==> config.mk <==
export PLATFORM = sky130hd
export DESIGN_NAME = nearest_bone_segment_tracker
export DESIGN_NICKNAME = d
export VERILOG_FILES = /design/src/rtl/nbst_pkg.sv /design/src/rtl/nbst_mac.sv /design/src/rtl/nbst_div.sv /design/src/rtl/nearest_bone_segment_tracker.sv
export SDC_FILE = /design/constraint.sdc
export NUM_CORES = 2
export LEC_CHECK = 0
export ABC_AREA = 1
export BUFFER_PORTS_ARGS = -buffer_cell sky130_fd_sc_hd__buf_2
export CORE_ASPECT_RATIO = 0.9
export CORE_MARGIN = 2
export CORE_UTILIZATION = 50
export DETAILED_ROUTE_END_ITERATION = 12
export GPL_TIMING_DRIVEN = 0
export PLACE_DENSITY_LB_ADDON = 0.08
export SYNTH_ARGS = -nofsm -noshare
export SYNTH_HDL_FRONTEND = slang
export SYNTH_SLANG_ARGS = --single-unit
==> constraint.sdc <==
create_clock -name i_clk -period 12.1 [get_ports i_clk]
set_clock_uncertainty 0.15 [all_clocks]
set_input_delay 0 -clock i_clk [delete_from_list [all_inputs] [get_ports i_clk]]
set_output_delay 0 -clock i_clk [all_outputs]
set_load 0.02 [all_outputs]
==> src/rtl/nbst_pkg.sv <==
// Package for the nearest bone segment tracker: field widths, sequencer states
// and the control bundle of the shared multiply-accumulate unit.
// Used by nbst_mac, nbst_div and nearest_bone_segment_tracker; depends on nothing.
`default_nettype none

package nbst_pkg;

    // Input and output field widths.
    localparam int COORD_W   = 24;
    localparam int JOINT_W   = 8;
    localparam int RUN_W     = 2;
    localparam int ALPHA_W   = 17;
    localparam int THR_W     = 40;

    // Bit positions inside the run-position code.
    localparam int RUN_FORCE = 0;
    localparam int RUN_LAST  = 1;

    // Stream payload widths.
    localparam int S_DATA_W  = 9 * COORD_W + 2 * JOINT_W;
    localparam int M_DATA_W  = 40;

    // Datapath widths. A coordinate difference needs one bit more than a
    // coordinate; the projected residual needs one more again.
    localparam int DIFF_W    = COORD_W + 1;
    localparam int OP_W      = COORD_W + 2;
    localparam int PROD_W    = 2 * OP_W;
    localparam int ACC_W     = PROD_W + 1;
    localparam int LEN_W     = 2 * COORD_W + 2;
    localparam int DIST_W    = 52;
    localparam int FRAC_BITS = 16;

    localparam logic [ALPHA_W-1:0] ALPHA_ONE = ALPHA_W'(65536);
    localparam logic [THR_W-1:0]   THR_RESET = THR_W'(1);

    typedef enum logic [3:0] {
        ST_IDLE,
        ST_LEN,
        ST_DPA,
        ST_DOT,
        ST_DECIDE,
        ST_DIV,
        ST_SCALE,
        ST_RSQ,
        ST_DPB,
        ST_UPDATE
    } t_state;

    typedef struct packed {
        logic mul_en;
        logic acc_clr;
        logic acc_en;
    } t_mac_ctl;

endpackage

`default_nettype wire

==> src/rtl/nbst_mac.sv <==
// Shared multiply-accumulate unit of the nearest bone segment tracker.
// One signed multiply per cycle into a product register, then accumulation.
// Depends on nbst_pkg.
`default_nettype none

module nbst_mac (
    input  wire logic                                   i_clk,
    input  wire logic                                   i_rst_n,
    input  wire nbst_pkg::t_mac_ctl                     i_ctl,
    input  wire logic signed [nbst_pkg::OP_W-1:0]       i_op_a,
    input  wire logic signed [nbst_pkg::OP_W-1:0]       i_op_b,
    output logic signed [nbst_pkg::PROD_W-1:0]          o_prod,
    output logic signed [nbst_pkg::ACC_W-1:0]           o_sum
);

    logic signed [nbst_pkg::PROD_W-1:0] r_prod;
    logic signed [nbst_pkg::ACC_W-1:0]  r_acc;

    always_ff @(posedge i_clk) begin
        if (i_ctl.mul_en) begin
            r_prod <= i_op_a * i_op_b;
        end
    end

    always_ff @(posedge i_clk) begin
        if (!i_rst_n) begin
            r_acc <= '0;
        end else if (i_ctl.acc_clr) begin
            r_acc <= '0;
        end else if (i_ctl.acc_en) begin
            r_acc <= o_sum;
        end
    end

    // The running sum plus the product in flight; the sequencer samples this
    // on the cycle after the last multiply of a three-term sum.
    assign o_sum  = r_acc + nbst_pkg::ACC_W'(r_prod);
    assign o_prod = r_prod;

endmodule

`default_nettype wire

==> src/rtl/nbst_div.sv <==
// Restoring radix-2 fraction divider of the nearest bone segment tracker.
// Computes floor(65536 * num / den) for num < den, one quotient bit per cycle.
// Depends on nbst_pkg.
`default_nettype none

module nbst_div (
    input  wire logic                                 i_clk,
    input  wire logic                                 i_rst_n,
    input  wire logic                                 i_start,
    input  wire logic [nbst_pkg::LEN_W-1:0]           i_num,
    input  wire logic [nbst_pkg::LEN_W-1:0]           i_den,
    output logic                                      o_done,
    output logic [nbst_pkg::FRAC_BITS-1:0]            o_quot
);

    localparam int CNT_W = $clog2(nbst_pkg::FRAC_BITS);

    logic [nbst_pkg::LEN_W-1:0]     r_rem;
    logic [nbst_pkg::LEN_W-1:0]     r_den;
    logic [nbst_pkg::FRAC_BITS-1:0] r_quot;
    logic [CNT_W-1:0]               r_cnt;
    logic                           r_busy;
    logic                           r_done;
    logic [nbst_pkg::LEN_W:0]       w_rem2;
    logic                           w_fit;

    // The remainder stays below the divisor, so the doubled value fits in
    // one extra bit and the difference fits back in the remainder width.
    assign w_rem2 = {r_rem, 1'b0};
    assign w_fit  = (w_rem2 >= {1'b0, r_den});

    always_ff @(posedge i_clk) begin
        if (!i_rst_n) begin
            r_busy <= 1'b0;
            r_done <= 1'b0;
            r_cnt  <= '0;
        end else begin
            r_done <= 1'b0;
            if (i_start) begin
                r_busy <= 1'b1;
                r_cnt  <= '0;
            end else if (r_busy) begin
                r_cnt <= r_cnt + CNT_W'(1);
                if (r_cnt == CNT_W'(nbst_pkg::FRAC_BITS - 1)) begin
                    r_busy <= 1'b0;
                    r_done <= 1'b1;
                end
            end
        end
    end

    always_ff @(posedge i_clk) begin
        if (i_start) begin
            r_rem  <= i_num;
            r_den  <= i_den;
            r_quot <= '0;
        end else if (r_busy) begin
            if (w_fit) begin
                r_rem <= nbst_pkg::LEN_W'(w_rem2 - {1'b0, r_den});
            end else begin
                r_rem <= w_rem2[nbst_pkg::LEN_W-1:0];
            end
            r_quot <= {r_quot[nbst_pkg::FRAC_BITS-2:0], w_fit};
        end
    end

    assign o_done = r_done;
    assign o_quot = r_quot;

endmodule

`default_nettype wire

==> src/rtl/nearest_bone_segment_tracker.sv <==
// Top level of the nearest bone segment tracker: input decode, sequencer and
// the datapath registers around the shared multiplier and the divider.
// Depends on nbst_pkg, nbst_mac and nbst_div.
//
// Usage: each transfer on the slave stream carries one candidate segment for
// the current vertex. The block finds the point of the segment closest to the
// vertex, keeps the nearest candidate seen so far and, on a candidate whose
// last flag is set, sends one transfer on the master stream holding both joint
// ids and the position along the segment. A vertex should open with a forced
// candidate, since the kept best is not cleared between vertices.
// Timing: one candidate is in work at a time and s_axis_tready is low while
// it is. Three three-term sums run on the shared multiplier, then a decision
// state; a degenerate candidate then goes to its update, and one outside the
// segment first takes one more multiplier pass for the distance to the end.
// An inside projection runs the divider steps, takes the quotient and makes
// two more multiplier passes before its update. The block returns to idle
// before it takes the next transfer; the result appears on the master stream
// on the cycle after the update.
// A result waits in an output register; if the receiver stalls, new candidates
// are still taken, and only a following last candidate waits at its update.
// Reset clears the kept best to zero and the threshold register to one.
`default_nettype none

module nearest_bone_segment_tracker (
    input  wire logic                               i_clk,
    input  wire logic                               i_rst_n,
    // Configuration: degenerate squared-length threshold.
    input  wire logic                               i_cfg_wr_en,
    input  wire logic [nbst_pkg::THR_W-1:0]         i_cfg_wr_data,
    // Candidate stream.
    input  wire logic                               s_axis_tvalid,
    output logic                                    s_axis_tready,
    // From bit 0: point_x, point_y, point_z, start_x, start_y, start_z,
    // end_x, end_y, end_z (24 bits each), origin_joint, end_joint (8 each).
    input  wire logic [nbst_pkg::S_DATA_W-1:0]      s_axis_tdata,
    // run_position: bit 0 forces replacement, bit 1 marks the last candidate.
    input  wire logic [nbst_pkg::RUN_W-1:0]         s_axis_tuser,
    // Result stream.
    output logic                                    m_axis_tvalid,
    input  wire logic                               m_axis_tready,
    // From bit 0: best_origin (8), best_end (8), best_alpha (17), zero fill.
    output logic [nbst_pkg::M_DATA_W-1:0]           m_axis_tdata
);

    localparam int CW = nbst_pkg::COORD_W;
    localparam int JW = nbst_pkg::JOINT_W;

    nbst_pkg::t_state   r_state;
    nbst_pkg::t_state   n_state;
    logic [1:0]         r_cnt;
    logic [1:0]         w_sel;
    logic [1:0]         w_prev;
    logic               w_last_step;

    // Per-candidate operands: segment direction, vertex minus start and
    // vertex minus end, plus the projection residual.
    logic signed [nbst_pkg::DIFF_W-1:0] r_d [3];
    logic signed [nbst_pkg::DIFF_W-1:0] r_q [3];
    logic signed [nbst_pkg::DIFF_W-1:0] r_e [3];
    logic signed [nbst_pkg::OP_W-1:0]   r_r [3];
    logic signed [nbst_pkg::DIFF_W-1:0] w_d [3];
    logic signed [nbst_pkg::DIFF_W-1:0] w_q [3];
    logic signed [nbst_pkg::DIFF_W-1:0] w_e [3];

    logic [JW-1:0]                      r_cand_origin;
    logic [JW-1:0]                      r_cand_end;
    logic [nbst_pkg::RUN_W-1:0]         r_run;

    logic [nbst_pkg::THR_W-1:0]         r_thr;
    logic [nbst_pkg::LEN_W-1:0]         r_len;
    logic [nbst_pkg::DIST_W-1:0]        r_dpa;
    logic signed [nbst_pkg::ACC_W-1:0]  r_dot;
    logic [nbst_pkg::DIST_W-1:0]        r_dist;
    logic [nbst_pkg::ALPHA_W-1:0]       r_alpha;

    // Kept best.
    logic [nbst_pkg::DIST_W-1:0]        r_least;
    logic [JW-1:0]                      r_held_origin;
    logic [JW-1:0]                      r_held_end;
    logic [nbst_pkg::ALPHA_W-1:0]       r_held_alpha;

    logic                               r_m_valid;
    logic [nbst_pkg::M_DATA_W-1:0]      r_m_data;

    nbst_pkg::t_mac_ctl                 w_mac_ctl;
    logic signed [nbst_pkg::OP_W-1:0]   w_op_a;
    logic signed [nbst_pkg::OP_W-1:0]   w_op_b;
    logic signed [nbst_pkg::PROD_W-1:0] w_prod;
    logic signed [nbst_pkg::ACC_W-1:0]  w_sum;
    logic [nbst_pkg::DIST_W-1:0]        w_sum_u;
    logic signed [nbst_pkg::OP_W-1:0]   w_term;

    logic                               w_div_start;
    logic                               w_div_done;
    logic [nbst_pkg::FRAC_BITS-1:0]     w_quot;

    logic                               w_accept;
    logic                               w_degenerate;
    logic                               w_inside;
    logic                               w_is_last;
    logic                               w_stall;
    logic                               w_replace;
    logic                               w_emit;
    logic [JW-1:0]                      w_new_origin;
    logic [JW-1:0]                      w_new_end;
    logic [nbst_pkg::ALPHA_W-1:0]       w_new_alpha;

    // ------------------------------------------------------------------
    // Input decode and differences.
    // ------------------------------------------------------------------
    always_comb begin
        for (int i = 0; i < 3; i++) begin
            w_d[i] = $signed({s_axis_tdata[CW*(6+i)+CW-1], s_axis_tdata[CW*(6+i) +: CW]})
                   - $signed({s_axis_tdata[CW*(3+i)+CW-1], s_axis_tdata[CW*(3+i) +: CW]});
            w_q[i] = $signed({s_axis_tdata[CW*i+CW-1], s_axis_tdata[CW*i +: CW]})
                   - $signed({s_axis_tdata[CW*(3+i)+CW-1], s_axis_tdata[CW*(3+i) +: CW]});
            w_e[i] = $signed({s_axis_tdata[CW*i+CW-1], s_axis_tdata[CW*i +: CW]})
                   - $signed({s_axis_tdata[CW*(6+i)+CW-1], s_axis_tdata[CW*(6+i) +: CW]});
        end
    end

    assign w_accept      = s_axis_tvalid && s_axis_tready;
    assign s_axis_tready = (r_state == nbst_pkg::ST_IDLE);

    // The step counter picks the coordinate fed to the multiplier; the
    // product of each step lands in the product register in the cycle after.
    assign w_last_step = (r_cnt == 2'd3);
    assign w_sel       = w_last_step ? 2'd0 : r_cnt;
    assign w_prev      = r_cnt - 2'd1;

    assign w_sum_u  = w_sum[nbst_pkg::DIST_W-1:0];
    assign w_term   = w_prod[nbst_pkg::FRAC_BITS + nbst_pkg::OP_W - 1 : nbst_pkg::FRAC_BITS];

    // A segment whose squared length is at or below the threshold is a point.
    assign w_degenerate = (r_len <= {{(nbst_pkg::LEN_W - nbst_pkg::THR_W){1'b0}}, r_thr});
    // The projection lies inside when 0 <= dot < squared length.
    assign w_inside = !r_dot[nbst_pkg::ACC_W-1]
                   && (r_dot[nbst_pkg::ACC_W-2:0] < (nbst_pkg::ACC_W-1)'(r_len));

    assign w_is_last = r_run[nbst_pkg::RUN_LAST];
    assign w_stall   = w_is_last && r_m_valid && !m_axis_tready;
    assign w_replace = r_run[nbst_pkg::RUN_FORCE] || (r_dist < r_least);
    assign w_emit    = (r_state == nbst_pkg::ST_UPDATE) && !w_stall && w_is_last;

    assign w_new_origin = w_replace ? r_cand_origin : r_held_origin;
    assign w_new_end    = w_replace ? r_cand_end    : r_held_end;
    assign w_new_alpha  = w_replace ? r_alpha       : r_held_alpha;

    // ------------------------------------------------------------------
    // Sequencer: next state.
    // ------------------------------------------------------------------
    always_comb begin
        n_state = r_state;
        unique case (r_state) inside
            nbst_pkg::ST_IDLE: begin
                if (w_accept) begin
                    n_state = nbst_pkg::ST_LEN;
                end
            end
            nbst_pkg::ST_LEN: begin
                if (w_last_step) begin
                    n_state = nbst_pkg::ST_DPA;
                end
            end
            nbst_pkg::ST_DPA: begin
                if (w_last_step) begin
                    n_state = nbst_pkg::ST_DOT;
                end
            end
            nbst_pkg::ST_DOT: begin
                if (w_last_step) begin
                    n_state = nbst_pkg::ST_DECIDE;
                end
            end
            nbst_pkg::ST_DECIDE: begin
                if (w_degenerate) begin
                    n_state = nbst_pkg::ST_UPDATE;
                end else if (w_inside) begin
                    n_state = nbst_pkg::ST_DIV;
                end else begin
                    n_state = nbst_pkg::ST_DPB;
                end
            end
            nbst_pkg::ST_DIV: begin
                if (w_div_done) begin
                    n_state = nbst_pkg::ST_SCALE;
                end
            end
            nbst_pkg::ST_SCALE: begin
                if (w_last_step) begin
                    n_state = nbst_pkg::ST_RSQ;
                end
            end
            nbst_pkg::ST_RSQ, nbst_pkg::ST_DPB: begin
                if (w_last_step) begin
                    n_state = nbst_pkg::ST_UPDATE;
                end
            end
            nbst_pkg::ST_UPDATE: begin
                if (!w_stall) begin
                    n_state = nbst_pkg::ST_IDLE;
                end
            end
            default: begin
                n_state = nbst_pkg::ST_IDLE;
            end
        endcase
    end

    // ------------------------------------------------------------------
    // Sequencer: outputs to the shared multiplier and the divider.
    // ------------------------------------------------------------------
    always_comb begin
        w_mac_ctl   = '0;
        w_op_a      = '0;
        w_op_b      = '0;
        w_div_start = 1'b0;
        unique case (r_state)
            nbst_pkg::ST_LEN: begin
                w_op_a = nbst_pkg::OP_W'(r_d[w_sel]);
                w_op_b = nbst_pkg::OP_W'(r_d[w_sel]);
            end
            nbst_pkg::ST_DPA: begin
                w_op_a = nbst_pkg::OP_W'(r_q[w_sel]);
                w_op_b = nbst_pkg::OP_W'(r_q[w_sel]);
            end
            nbst_pkg::ST_DOT: begin
                w_op_a = nbst_pkg::OP_W'(r_q[w_sel]);
                w_op_b = nbst_pkg::OP_W'(r_d[w_sel]);
            end
            nbst_pkg::ST_DPB: begin
                w_op_a = nbst_pkg::OP_W'(r_e[w_sel]);
                w_op_b = nbst_pkg::OP_W'(r_e[w_sel]);
            end
            nbst_pkg::ST_RSQ: begin
                w_op_a = r_r[w_sel];
                w_op_b = r_r[w_sel];
            end
            nbst_pkg::ST_SCALE: begin
                w_op_a = $signed(nbst_pkg::OP_W'(r_alpha));
                w_op_b = nbst_pkg::OP_W'(r_d[w_sel]);
            end
            nbst_pkg::ST_DECIDE: begin
                w_div_start = !w_degenerate && w_inside;
            end
            default: begin
            end
        endcase

        // Every multiplier pass is three multiplies and a closing step.
        unique case (r_state) inside
            nbst_pkg::ST_LEN, nbst_pkg::ST_DPA, nbst_pkg::ST_DOT,
            nbst_pkg::ST_DPB, nbst_pkg::ST_RSQ: begin
                w_mac_ctl.mul_en  = !w_last_step;
                w_mac_ctl.acc_clr = (r_cnt == 2'd0);
                w_mac_ctl.acc_en  = (r_cnt == 2'd1) || (r_cnt == 2'd2);
            end
            nbst_pkg::ST_SCALE: begin
                w_mac_ctl.mul_en  = !w_last_step;
            end
            default: begin
            end
        endcase
    end

    always_ff @(posedge i_clk) begin
        if (!i_rst_n) begin
            r_state <= nbst_pkg::ST_IDLE;
            r_cnt   <= 2'd0;
        end else begin
            r_state <= n_state;
            r_cnt   <= (n_state != r_state) ? 2'd0 : r_cnt + 2'd1;
        end
    end

    // ------------------------------------------------------------------
    // Candidate datapath registers.
    // ------------------------------------------------------------------
    always_ff @(posedge i_clk) begin
        if (w_accept) begin
            for (int i = 0; i < 3; i++) begin
                r_d[i] <= w_d[i];
                r_q[i] <= w_q[i];
                r_e[i] <= w_e[i];
            end
            r_cand_origin <= s_axis_tdata[9*CW +: JW];
            r_cand_end    <= s_axis_tdata[9*CW+JW +: JW];
            r_run         <= s_axis_tuser;
        end

        if (w_last_step) begin
            unique case (r_state)
                nbst_pkg::ST_LEN: r_len <= w_sum[nbst_pkg::LEN_W-1:0];
                nbst_pkg::ST_DPA: r_dpa <= w_sum_u;
                nbst_pkg::ST_DOT: r_dot <= w_sum;
                nbst_pkg::ST_RSQ: r_dist <= w_sum_u;
                nbst_pkg::ST_DPB: begin
                    // Outside the segment: the start wins only when strictly nearer.
                    if (r_dpa < w_sum_u) begin
                        r_dist  <= r_dpa;
                        r_alpha <= '0;
                    end else begin
                        r_dist  <= w_sum_u;
                        r_alpha <= nbst_pkg::ALPHA_ONE;
                    end
                end
                default: begin
                end
            endcase
        end

        // Vertex minus projected point, with the scaled direction floored.
        if (r_state == nbst_pkg::ST_SCALE && r_cnt != 2'd0) begin
            r_r[w_prev] <= nbst_pkg::OP_W'(r_q[w_prev]) - w_term;
        end

        if (r_state == nbst_pkg::ST_DECIDE && w_degenerate) begin
            r_dist  <= r_dpa;
            r_alpha <= '0;
        end

        if (r_state == nbst_pkg::ST_DIV && w_div_done) begin
            r_alpha <= nbst_pkg::ALPHA_W'(w_quot);
        end
    end

    // ------------------------------------------------------------------
    // Threshold register, kept best and output register.
    // ------------------------------------------------------------------
    always_ff @(posedge i_clk) begin
        if (!i_rst_n) begin
            r_thr         <= nbst_pkg::THR_RESET;
            r_least       <= '0;
            r_held_origin <= '0;
            r_held_end    <= '0;
            r_held_alpha  <= '0;
            r_m_valid     <= 1'b0;
        end else begin
            if (i_cfg_wr_en) begin
                r_thr <= i_cfg_wr_data;
            end

            // A new result replaces one that leaves in the same cycle.
            if (w_emit) begin
                r_m_valid <= 1'b1;
            end else if (r_m_valid && m_axis_tready) begin
                r_m_valid <= 1'b0;
            end

            if (r_state == nbst_pkg::ST_UPDATE && !w_stall && w_replace) begin
                r_least       <= r_dist;
                r_held_origin <= r_cand_origin;
                r_held_end    <= r_cand_end;
                r_held_alpha  <= r_alpha;
            end
        end
    end

    always_ff @(posedge i_clk) begin
        if (w_emit) begin
            r_m_data <= nbst_pkg::M_DATA_W'({w_new_alpha, w_new_end, w_new_origin});
        end
    end

    assign m_axis_tvalid = r_m_valid;
    assign m_axis_tdata  = r_m_data;

    // ------------------------------------------------------------------
    // Shared arithmetic units.
    // ------------------------------------------------------------------
    nbst_mac u_mac (
        .i_clk   (i_clk),
        .i_rst_n (i_rst_n),
        .i_ctl   (w_mac_ctl),
        .i_op_a  (w_op_a),
        .i_op_b  (w_op_b),
        .o_prod  (w_prod),
        .o_sum   (w_sum)
    );

    nbst_div u_div (
        .i_clk   (i_clk),
        .i_rst_n (i_rst_n),
        .i_start (w_div_start),
        .i_num   (r_dot[nbst_pkg::LEN_W-1:0]),
        .i_den   (r_len),
        .o_done  (w_div_done),
        .o_quot  (w_quot)
    );

endmodule

`default_nettype wire
==> impl_metrics.py <==
metrics = {
    "cts": {
        "cts_tree": "done",
        "cts.sinks": 937,
        "cts_max_path_buffers": 3,
        "clk_pin_slew_ns": 0.06,
        "htree_num_levels": 3,
        "root_buffer": "clkbuf_16",
        "insertion_delay_ns": 0.76,
        "cts_inserted_buffers": 104,
    },
    "yosys": {
        "synth_edf_count": 729,
        "ys_top_cells_by_count": "nand2_1 (1990), inv_1 (1847), nor2_1 (902), a21oi_1 (787), edfxtp_1 (729)",
        "yosysTopAreaCellShare": 0.258,
        "yosysWarnings": 0,
        "synth.avg_cell_area_um2": 8.40,
        "synth-seq-cells": 937,
        "synth_top_cell_by_area": "edfxtp_1",
        "synth_most_common_cell": "nand2_1",
        "syn_inst": 10105,
        "synth_area_um2": 84800,
        "synth_flop_cell": "edfxtp_1",
        "synthDistinctLibCells": 74,
        "async_reset_ff_frac": 0,
        "seq_area_frac_synth": 0.307,
        "synth_area_leaders": "edfxtp_1 (26%), fa_1 (17%), ha_1 (10%), nand2_1 (8.8%), inv_1 (8.2%)",
    },
    "sta": {
        "hold_ws_ns": 0.0340,
        "slew_violations": 0,
        "tns_ns": 0,
        "period_minus_slack_ns": 11.65,
        "finalCritPeriodShare": 0.963,
        "hold_viol_final": 0,
        "max_freq_mhz": 85.8,
        "slew_headroom": 0.0251,
        "rsz0062_at_grt": "no",
        "setup_viol": 0,
        "worstMarginPinSlew_ns": 1.45,
    },
    "floorplanning": {
        "die_w_um": 438,
        "core_area_um2": 169000,
        "start_util": 0.503,
        "die_area_um2": 173000,
        "die_y_um": 395,
        "boundaryPins": 321,
        "rows": 143,
    },
    "drt": {
        "wirelength_um": 327000,
        "drt_iter0_drc": 7351,
        "topRoutingLayerUsed": "met5",
        "viasPerCell": 5.60,
        "ant_nets": 0,
        "vias": 75492,
        "met3WireLength_um": 32200,
        "drt_first_pass_iters": 7,
        "post_drt_wl_per_cell_um": 24.2,
        "drc": 0,
        "wl_met1_um": 136000,
        "dr_wl_met2_um": 143000,
    },
    "place": {
        "place_area_um2": 89600,
        "dpl.cell_count": 12687,
        "gp_congestion": 1.05,
        "port_buffers": 313,
        "dp_hpwl_um": 267000,
    },
    "power": {
        "leakage_nw": 47.5,
        "peakVddDrop_v": 0.000136,
        "p_per_area_nw_per_um2": 137,
        "power_mw": 13.6,
    },
    "critical_path": {
        "r2r_slack_ns": 0.45,
        "arrival_ns": 12.07,
        "max_stage_delay_ns": 0.82,
        "critPathKind": "register to register",
        "crit_path_frequent_cell": "fa_1",
        "end_kind": "register",
        "crit_fanout": 12,
        "path_delay_family": "adder cells",
        "cp_slowest_cell": "fa_1",
        "start_kind": "register",
        "required_ns": 12.52,
        "path_buf_inv": 11,
    },
    "global_routing": {
        "antenna_found_initial": 18,
        "grt_pass1_vias": 73966,
        "grt_pass1_wl_um": 478000,
        "overflow": 0,
        "gr-usage-all-layers": 0.374,
        "grt_max_degree": 132,
    },
    "min_path": {
        "hp-class": "primary input to register",
    },
    "final_layout": {
        "nFillCells": 15122,
        "final_nets": 12816,
        "layout-drive-gt1-share": 0.0759,
        "area_delta_synth_final_pct": 16.7,
        "finalNonFillerCells": 13472,
        "final_area_um2": 99000,
    },
    "job": {
        "maxCapViolations": 0,
    },
    "status": {
        "status": "complete, no violations",
    },
}
==> through the flow <==
step,utilization,worst slack [ns]
floorplan,-,3.55
global placement,0.529,0.333
detailed placement,0.531,0.317
CTS,0.587,0.278
global route,0.587,0.126
finish,0.587,0.449
==> area by class of cell <==
class                   count  area, µm²  share of cell area
multi-input cells        6983      50300               0.508
flip-flops and latches    937      26100               0.263
repair buffers            911       7680              0.0775
inverters                1901       7160              0.0723
clock buffers             130       2830              0.0285
well taps                2247       2810              0.0284
plain buffers             290       1480              0.0150
clock inverters            65        716             0.00723
diodes                      8       20.0            0.000202
==> cells by family after synthesis <==
group | count (synthesis) | share of synthesized area
AOI/OAI and AO/OA | 1627 | 0.107
xor gates and xnor gates | 362 | 0.0374
adders and majority gates | 1409 | 0.272
buffers and inverters | 2191 | 0.102
DFF | 937 | 0.307
muxes | 2 | 0.000236
other | 1 | 0.0000442
and+or+nand+nor | 3576 | 0.175
==> cells in the final DEF (no fill, tap or decap), types with 67 or more instances in the layout <==
master,netlist,final
a21oi_1,787,787
buf_2,165,477
clkbuf_1,78,91
clkbuf_16,0,106
dfxtp_1,208,208
dlygate4sd3_1,0,578
edfxtp_1,729,729
fa_1,722,722
ha_1,687,687
inv_1,1847,1844
nand2_1,1990,1990
nand3_1,370,369
nand4_1,67,67
nor2_1,902,896
nor3_1,81,81
o211ai_1,92,92
o21ai_0,423,422
xnor2_1,104,104
xor2_1,258,256
==> final timing paths <==
path                             from                    endpoint  cells past startpoint
setup / recovery  r_cnt[0]$_SDFF_PP0_  u_mac.o_prod[46]$_DFFE_PP_                     29
hold / removal      i_cfg_wr_data[19]      r_thr[19]$_SDFFE_PN0P_                      4
setup reg to reg  r_cnt[0]$_SDFF_PP0_  u_mac.o_prod[46]$_DFFE_PP_                     29
hold reg to reg   r_len[40]$_DFFE_PP_   u_div.r_den[40]$_DFFE_PP_                      0
==> registers in the layout (all words and copies together) (netlist names), 16 cells and up <==
name and count:
r_r 78, r_d 75, r_e 75, r_q 75
r_dot 53, u_mac.r_acc 53, r_dist 52, r_dpa 52
r_least 52, u_mac.o_prod 52, r_len 50, u_div.r_den 50
u_div.r_rem 50, r_thr 40, m_axis_tdata 33, r_alpha 17
r_held_alpha 17, u_div.o_quot 16
==> routing by layer <==
metal  track usage  vias up
met5             0        -
met4         0.149       16
met3        0.0856      646
met2         0.576     3595
met1         0.511    36645
li1              -    34590
==> worst register-to-register path: cells and delay by family, from the launching register on <==
family | cells | cell delay [ns]
fa+ha+maj | 9 | 5.05
buf+inv | 11 | 3.31
simple gates | 7 | 1.63
flops | 1 | 0.63
compound gates | 1 | 0.42
xor+xnor | 1 | 0.26
==> power breakdown <==
part	leakage, nW	total (mW)	internal, mW	switching, mW
sequential	8.39	4.26	4.02	0.238
combinational	37.4	5.97	1.91	4.06
clock	1.73	3.32	1.85	1.47
==> timing repair <==
item,CTS,global route
hold endpoints to repair,310,0
setup buffers,0,4
hold buffers,578,0
gates resized for setup,0,5
endpoints found under the setup margin,0,10
(Power assumes the default switching activity.)
